==> config.mk <==
export PLATFORM = sky130hd
export DESIGN_NAME = rtnh_ctrl
export DESIGN_NICKNAME = d
export VERILOG_FILES = /design/src/design/rtnh_pkg.sv /design/src/design/rtnh_ctrl.sv
export SDC_FILE = /design/constraint.sdc
export NUM_CORES = 1
export LEC_CHECK = 0
export BUFFER_PORTS_ARGS = -buffer_cell sky130_fd_sc_hd__clkbuf_2
export CAP_MARGIN = 10
export CORE_MARGIN = 2
export CORE_UTILIZATION = 45
export DETAILED_ROUTE_END_ITERATION = 6
export GPL_TIMING_DRIVEN = 0
export PLACE_DENSITY_LB_ADDON = 0.25
export SETUP_SLACK_MARGIN = 0.15
export SYNTH_ARGS = -nofsm -noshare
export SYNTH_HDL_FRONTEND = slang
export SYNTH_SLANG_ARGS = --single-unit
==> constraint.sdc <==
create_clock -name clock -period 4.15 [get_ports clock]
set_input_delay 1.0375 -clock clock [delete_from_list [all_inputs] [get_ports clock]]
set_output_delay 1.0375 -clock clock [all_outputs]
set_load 0.02 [all_outputs]
==> src/design/rtnh_pkg.sv <==
// Shared types and constants for the ray/triangle nearest-hit block.
// No dependencies; used by the controller, the datapath and the top level.
package rtnh_pkg;

   // Configuration register indexes
   localparam logic [2:0] CSR_ORIGIN    = 3'd0;
   localparam logic [2:0] CSR_DIRECTION = 3'd1;
   localparam logic [2:0] CSR_LOW       = 3'd2;
   localparam logic [2:0] CSR_HIGH      = 3'd3;
   localparam logic [2:0] CSR_KINDS     = 3'd4;

   localparam int CSR_IDX_W  = 3;
   localparam int CSR_DATA_W = 63;
   localparam int VEC_W      = 63;

   // Contact kind flags
   localparam logic [3:0] KIND_ENTER = 4'd1;
   localparam logic [3:0] KIND_EXIT  = 4'd2;
   localparam logic [3:0] KIND_HIT   = 4'd8;

   localparam logic signed [31:0] ONE_Q16 = 32'sd65536;

   // Quotient bits produced by the plane-parameter divider
   localparam int DIV_STEPS = 33;

   // Datapath operation codes
   localparam logic [4:0] OP_NONE     = 5'd0;
   localparam logic [4:0] OP_LOAD     = 5'd1;
   localparam logic [4:0] OP_MUL_COS  = 5'd2;
   localparam logic [4:0] OP_MUL_OFF  = 5'd3;
   localparam logic [4:0] OP_SUM_OFF  = 5'd4;
   localparam logic [4:0] OP_DIV_INIT = 5'd5;
   localparam logic [4:0] OP_DIV_STEP = 5'd6;
   localparam logic [4:0] OP_DIV_DONE = 5'd7;
   localparam logic [4:0] OP_MUL_STEP = 5'd8;
   localparam logic [4:0] OP_POINT    = 5'd9;
   localparam logic [4:0] OP_MUL_UW   = 5'd10;
   localparam logic [4:0] OP_MUL_VW   = 5'd11;
   localparam logic [4:0] OP_SUM_VW   = 5'd12;
   localparam logic [4:0] OP_MUL_B1   = 5'd13;
   localparam logic [4:0] OP_MUL_B2   = 5'd14;
   localparam logic [4:0] OP_SUM_B2   = 5'd15;
   localparam logic [4:0] OP_MUL_INV  = 5'd16;
   localparam logic [4:0] OP_SUM_INV  = 5'd17;
   localparam logic [4:0] OP_UPDATE   = 5'd18;
   localparam logic [4:0] OP_EMIT     = 5'd19;

   typedef struct packed {
      logic [4:0] op;
   } cmd_type;

   typedef struct packed {
      logic cos_zero;
      logic in_range;
      logic last;
      logic rsp_full;
   } status_type;

endpackage

==> src/design/rtnh_ctrl.sv <==
// Sequencing state machine for the nearest-hit block.
// Depends on rtnh_pkg; drives datapath commands, reads datapath status.
module rtnh_ctrl (
   input  logic                clock,
   input  logic                reset,
   input  logic                req_valid,
   output logic                req_ready,
   input  rtnh_pkg::status_type status,
   output rtnh_pkg::cmd_type   cmd
);

   localparam logic [4:0] ST_IDLE     = 5'd0;
   localparam logic [4:0] ST_MUL_COS  = 5'd1;
   localparam logic [4:0] ST_MUL_OFF  = 5'd2;
   localparam logic [4:0] ST_SUM_OFF  = 5'd3;
   localparam logic [4:0] ST_DIV_INIT = 5'd4;
   localparam logic [4:0] ST_DIV_STEP = 5'd5;
   localparam logic [4:0] ST_DIV_DONE = 5'd6;
   localparam logic [4:0] ST_CHECK    = 5'd7;
   localparam logic [4:0] ST_MUL_STEP = 5'd8;
   localparam logic [4:0] ST_POINT    = 5'd9;
   localparam logic [4:0] ST_MUL_UW   = 5'd10;
   localparam logic [4:0] ST_MUL_VW   = 5'd11;
   localparam logic [4:0] ST_SUM_VW   = 5'd12;
   localparam logic [4:0] ST_MUL_B1   = 5'd13;
   localparam logic [4:0] ST_MUL_B2   = 5'd14;
   localparam logic [4:0] ST_SUM_B2   = 5'd15;
   localparam logic [4:0] ST_MUL_INV  = 5'd16;
   localparam logic [4:0] ST_SUM_INV  = 5'd17;
   localparam logic [4:0] ST_UPDATE   = 5'd18;
   localparam logic [4:0] ST_FINISH   = 5'd19;

   localparam int CNT_W = $clog2(rtnh_pkg::DIV_STEPS);

   logic [4:0]       state_ff, state_in;
   logic [CNT_W-1:0] cnt_ff, cnt_in;

   assign req_ready = (state_ff == ST_IDLE);

   // Next state, step count and datapath command
   always_comb begin
      state_in = state_ff;
      cnt_in   = cnt_ff;
      cmd.op   = rtnh_pkg::OP_NONE;
      case (state_ff)
         ST_IDLE: begin
            if (req_valid) begin
               cmd.op   = rtnh_pkg::OP_LOAD;
               state_in = ST_MUL_COS;
            end
         end
         ST_MUL_COS: begin
            cmd.op = rtnh_pkg::OP_MUL_COS;
            state_in = ST_MUL_OFF;
         end
         ST_MUL_OFF: begin
            cmd.op = rtnh_pkg::OP_MUL_OFF;
            state_in = ST_SUM_OFF;
         end
         ST_SUM_OFF: begin
            cmd.op = rtnh_pkg::OP_SUM_OFF;
            state_in = ST_DIV_INIT;
         end
         ST_DIV_INIT: begin
            cmd.op = rtnh_pkg::OP_DIV_INIT;
            cnt_in = '0;
            // a ray parallel to the plane never counts
            state_in = status.cos_zero ? ST_FINISH : ST_DIV_STEP;
         end
         ST_DIV_STEP: begin
            cmd.op = rtnh_pkg::OP_DIV_STEP;
            cnt_in = cnt_ff + 1'b1;
            if (cnt_ff == CNT_W'(rtnh_pkg::DIV_STEPS - 1)) begin
               state_in = ST_DIV_DONE;
            end
         end
         ST_DIV_DONE: begin
            cmd.op = rtnh_pkg::OP_DIV_DONE;
            state_in = ST_CHECK;
         end
         ST_CHECK: begin
            state_in = status.in_range ? ST_MUL_STEP : ST_FINISH;
         end
         ST_MUL_STEP: begin
            cmd.op = rtnh_pkg::OP_MUL_STEP;
            state_in = ST_POINT;
         end
         ST_POINT: begin
            cmd.op = rtnh_pkg::OP_POINT;
            state_in = ST_MUL_UW;
         end
         ST_MUL_UW: begin
            cmd.op = rtnh_pkg::OP_MUL_UW;
            state_in = ST_MUL_VW;
         end
         ST_MUL_VW: begin
            cmd.op = rtnh_pkg::OP_MUL_VW;
            state_in = ST_SUM_VW;
         end
         ST_SUM_VW: begin
            cmd.op = rtnh_pkg::OP_SUM_VW;
            state_in = ST_MUL_B1;
         end
         ST_MUL_B1: begin
            cmd.op = rtnh_pkg::OP_MUL_B1;
            state_in = ST_MUL_B2;
         end
         ST_MUL_B2: begin
            cmd.op = rtnh_pkg::OP_MUL_B2;
            state_in = ST_SUM_B2;
         end
         ST_SUM_B2: begin
            cmd.op = rtnh_pkg::OP_SUM_B2;
            state_in = ST_MUL_INV;
         end
         ST_MUL_INV: begin
            cmd.op = rtnh_pkg::OP_MUL_INV;
            state_in = ST_SUM_INV;
         end
         ST_SUM_INV: begin
            cmd.op = rtnh_pkg::OP_SUM_INV;
            state_in = ST_UPDATE;
         end
         ST_UPDATE: begin
            cmd.op = rtnh_pkg::OP_UPDATE;
            state_in = ST_FINISH;
         end
         ST_FINISH: begin
            // last face waits for room in the response register
            if (!status.last) begin
               state_in = ST_IDLE;
            end else if (!status.rsp_full) begin
               cmd.op   = rtnh_pkg::OP_EMIT;
               state_in = ST_IDLE;
            end
         end
         default: begin
            state_in = ST_IDLE;
         end
      endcase
   end

   always_ff @(posedge clock) begin
      if (reset) begin
         state_ff <= ST_IDLE;
         cnt_ff   <= '0;
      end else begin
         state_ff <= state_in;
         cnt_ff   <= cnt_in;
      end
   end

endmodule

Word level (Yosys, flattened, before mapping)
Cells that the tools add are included.
{ "op_classes": {"addsub": 1, "n_eq_ne": 23, "mux": 12, "reduce_logical": 3} }
{ "op_table": {"columns": ["op", "count"], "rows": [
  ["one-hot mux 5 bit (20 select lines)", 1],
  ["one-hot mux 5 bit (19 select lines)", 1],
  ["== test 5 x 4 -> 1 bit (second input constant)", 8],
  ["two-way mux 5 bit", 8],
  ["== test 5 x 3 -> 1 bit (second input constant)", 4],
  ["== test 5 bit (second input constant)", 4],
  ["one-hot mux 6 bit (2 select lines)", 1],
  ["== test 5 x 2 -> 1 bit (second input constant)", 2],
  ["adder 6 x 1 -> 6 bit (second input constant)", 1],
  ["== test 6 bit (second input constant)", 1],
  ["== test 5 x 1 -> 1 bit (second input constant)", 1],
  ["zero test 5 bit", 1],
  ["inequality test 2 bit (second input constant)", 2],
  ["inequality test 3 bit (second input constant)", 1],
  ["AND reduction 3 bit", 1],
  ["nonzero test 2 bit", 1],
  ["two-way mux 1 bit", 1]
]} }
{ "word_totals": {"reg_bits": 11} }

Longest topological paths before layout
{ "depth": {"ltp_word": 3, "mapped_depth": 6} }

Least setup slack after synthesis
OpenSTA, ideal clock, no wires.
{ "synth_path": {"path_type": "input port to output port", "start": "input status[1] (netlist name)", "end": "output cmd[1] (netlist name)", "arrival_time_ns": 1.798, "required_time_ns": 3.113, "path_slack_ns": 1.315, "cell_stages": 3, "n_path_buf": 0, "path_cell_list": "and4_1 nor2b_1 or3_1"} }
{ "synth_lines": {"columns": ["item", "line", "rtl"], "rows": [
  ["from (decl)", "rtnh_ctrl.sv:8", "input rtnh_pkg::status_type status,"],
  ["to (decl)", "rtnh_ctrl.sv:9", "output rtnh_pkg::cmd_type cmd"]
]} }

==> flow_metrics.env <==
export IMPL_drcViolationCount=0
export IMPL_clk_path_buf_depth=2
export IMPL_fp_row_count=15
export IMPL_die_h_um=48.0
export IMPL_cts_tree="done"
export IMPL_core_area_um2=1760
export IMPL_htree_levels=1
export IMPL_num_antenna_cells=0
export IMPL_cp_start_kind="input port"
export IMPL_rsz0062_at_grt="no"
export IMPL_status="completed"
export IMPL_synthesis_area_um2=871
export IMPL_setup_violations=0
export IMPL_leakage_nw=0.386
export IMPL_fmax_ghz=0.335
export IMPL_insertion_delay_ns=0.28
export IMPL_setup_slack_ns=1.16
export IMPL_crit_arrival_ns=1.95
export IMPL_fin_crit_ns=2.99
export IMPL_portBuffers=12
export IMPL_endpoint_kind="output port"
export IMPL_ff2ff_path_depth=4
export IMPL_final_cell_area_um2=988
export IMPL_antenna_found_initial=0
export IMPL_finalClockSkew_ns=0.00532
export IMPL_synth_area_mux_share_pct=0
export IMPL_routedWlPerCell_um=13.6
export IMPL_synth_ff_latch_count=11
export IMPL_min_period_over_period_pct=72.0
export IMPL_grt_pass1_vias=773
export IMPL_pre_cts_slack_ns=1.16
export IMPL_io_pins=13
export IMPL_path_buf_inv=2
export IMPL_yosys_area_top_type="dfxtp_1"
export IMPL_synth_top_area_share_pct=25.3
export IMPL_pwr_share_seq_pct=40.2
export IMPL_postLayoutCoreUtil_pct=56.0
export IMPL_slew_viol_final=0
export IMPL_power_net_switching_uw=97.8
export IMPL_viasPerCell=5.99
export IMPL_pwr_share_clk_pct=26.4
export IMPL_whs_ns=0.487
export IMPL_hpwlAfterDp_um=1490
export IMPL_cp_common_cell="clkbuf_2"
export IMPL_die_w_um=48.0
export IMPL_syn_inst=111
export IMPL_switching_share_pct=34.3
export IMPL_worstHoldPathType="reg2reg"
export IMPL_syn_area_per_cell_um2=7.85
export IMPL_final_common_cell="nor2_1"
export IMPL_die_area_um2=2300
export IMPL_hold_depth=2
export IMPL_post_cts_buffers=0
export IMPL_post_dp_cell_area_um2=962
export IMPL_max_slew_margin_pct=67.4
export IMPL_final_cell_mix="nor2_1 (15), clkbuf_2 (12), dfxtp_1 (11)"
export IMPL_cts_buffers=3
export IMPL_drt_pre_antenna_iters=4
export IMPL_grt_use_total_pct=21.9
export IMPL_drtIter0Drc=28
export IMPL_clock_root_buffer="clkbuf_4"
export IMPL_crit_cells=5
export IMPL_timing_final_hold_violations=0
export IMPL_synth_top_family_by_area="simple AND/OR/NAND/NOR gates"
export IMPL_synth_xor_area_share_pct=2.01
export IMPL_crit_required_ns=3.11
export IMPL_dr_total_vias=911
export IMPL_setup_tns_final_ns=0
export IMPL_critPathTopFamily="simple AND/OR/NAND/NOR gates"
export IMPL_yosys_top_cells_area="dfxtp_1 (25%), nor2_1 (6.5%), nor3b_1 (4.3%)"
export IMPL_cts_hold_buffers=0
export IMPL_synthAdderAreaFrac_pct=2.87
export IMPL_worst_slew_pin_transition_ns=0.489
export IMPL_powerDensity_nw_per_um2=288
export IMPL_yosysWarnings=0
export IMPL_yosys_area_share_simple_pct=35.2
export IMPL_clk_pin_slew_ns=0.07
export IMPL_cap_violations=0
export IMPL_place_congestion=0.862
export IMPL_grt_pass1_wl_um=3550
export IMPL_grt_overflow=0
export IMPL_drive_above_1_share_pct=20.5
export IMPL_nets=137
export IMPL_clock_sinks=11
export IMPL_max_stage_delay_ns=0.36
export IMPL_grt_max_degree=11
export IMPL_cp_slowest_cell="or3_1"
export IMPL_combPwrFrac_pct=33.4
export IMPL_ant_nets=0
export IMPL_critPathMaxFanout=3
export IMPL_ctsResizeCount=0
export IMPL_internal_power_uw=187
export IMPL_yosysSeqAreaShare_pct=25.3
export IMPL_ir_drop_mv=0.155
export IMPL_synthToLayoutAreaGrowth_pct=13.5
export IMPL_synth_compound_area_share_pct=26.0
export IMPL_crit_type="in2out"
export IMPL_crit_path_cell_trace="clkbuf_2 -> and4_1 -> nor2b_1 -> or3_1 -> clkbuf_2"
export IMPL_routed_wl_um=2070
export IMPL_netlist_cell_type_count=45
export IMPL_synth_nets=120
export IMPL_initial_core_util_pct=49.4
## cell families (layout without fill, tap and decap cells)
kind of cell / after synthesis / after routing
buffers and inverters: 14 / 30
adders and majority gates: 2 / 2
AOI/OAI and AO/OA: 30 / 30
DFF: 11 / 11
xor gates and xnor gates: 2 / 2
and+or+nand+nor: 52 / 52
## power groups by stage
stage               Sequential [mW]  Combinational (mW)  Clock, mW
floorplan                     0.115              0.0711          0
global placement              0.116              0.0929          0
detailed placement            0.117              0.0941          0
CTS                           0.114              0.0945     0.0788
global route                  0.115               0.105     0.0844
finish                        0.114              0.0952     0.0752
## per-layer routing
layer / part of all wire, % / track usage [%]
met1: 51 / 32.3
met2: 45 / 30.9
met3: 2.9 / 5.66
met4: 0.82 / 6.49
met5: 0 / 0
## synth_stat cells (all sizes together)
library cell	instances
nor3b	5
nand3	4
nor4	1
a211oi	3
a31o	2
a32oi	1
a21oi	6
a31oi	2
nor2	15
and2	2
xnor2	2
a41oi	1
and3b	1
and3	1
nor4bb	1
or4b	1
o211ai	3
or2	1
nor3	1
or3	3
nand4bb	1
nand3b	1
a21o	1
dfxtp	11
and4	1
a311oi	1
buf	6
a311o	1
ha	2
nand4	1
a22oi	2
o21ai	3
nor2b	4
o21a	2
clkbuf	3
nor4b	2
o211a	1
inv	5
nand2	6
a211o	1
## worst reg2reg max path: stages (launching register included)
cell and delay (ns):
dfxtp_1 0.48, or4b_4 0.54, a31o_1 0.21, a22oi_1 0.19, nor2_1 0.07
## state kept, by name, indices dropped and copies added (netlist names)
signal	cells
cnt_ff	6
state_ff	5
## through the flow
stage               std cells  total power, mW
floorplan                 111            0.186
global placement          148            0.209
detailed placement        148            0.211
CTS                       152            0.288
global route              152            0.305
finish                    152            0.285
## area by class of cell
type	instances	area [um2]
Fill cell	191	776
Multi-Input combinational cell	86	576
Sequential cell	11	220
Timing Repair Buffer	12	60.1
Buffer	9	56.3
Tap cell	25	31.3
Clock buffer	4	26.3
Inverter	5	18.8
## worst paths after layout
check / start / to / slack, ns
max reg2reg: state_ff[2] / cnt_ff[3] / 2.53
min reg2reg: cnt_ff[5] / cnt_ff[5] / 0.49
max: status[1] / cmd[1] / 1.16
min: cnt_ff[5] / cnt_ff[5] / 0.49
Power figures use the tool's default switching activity.
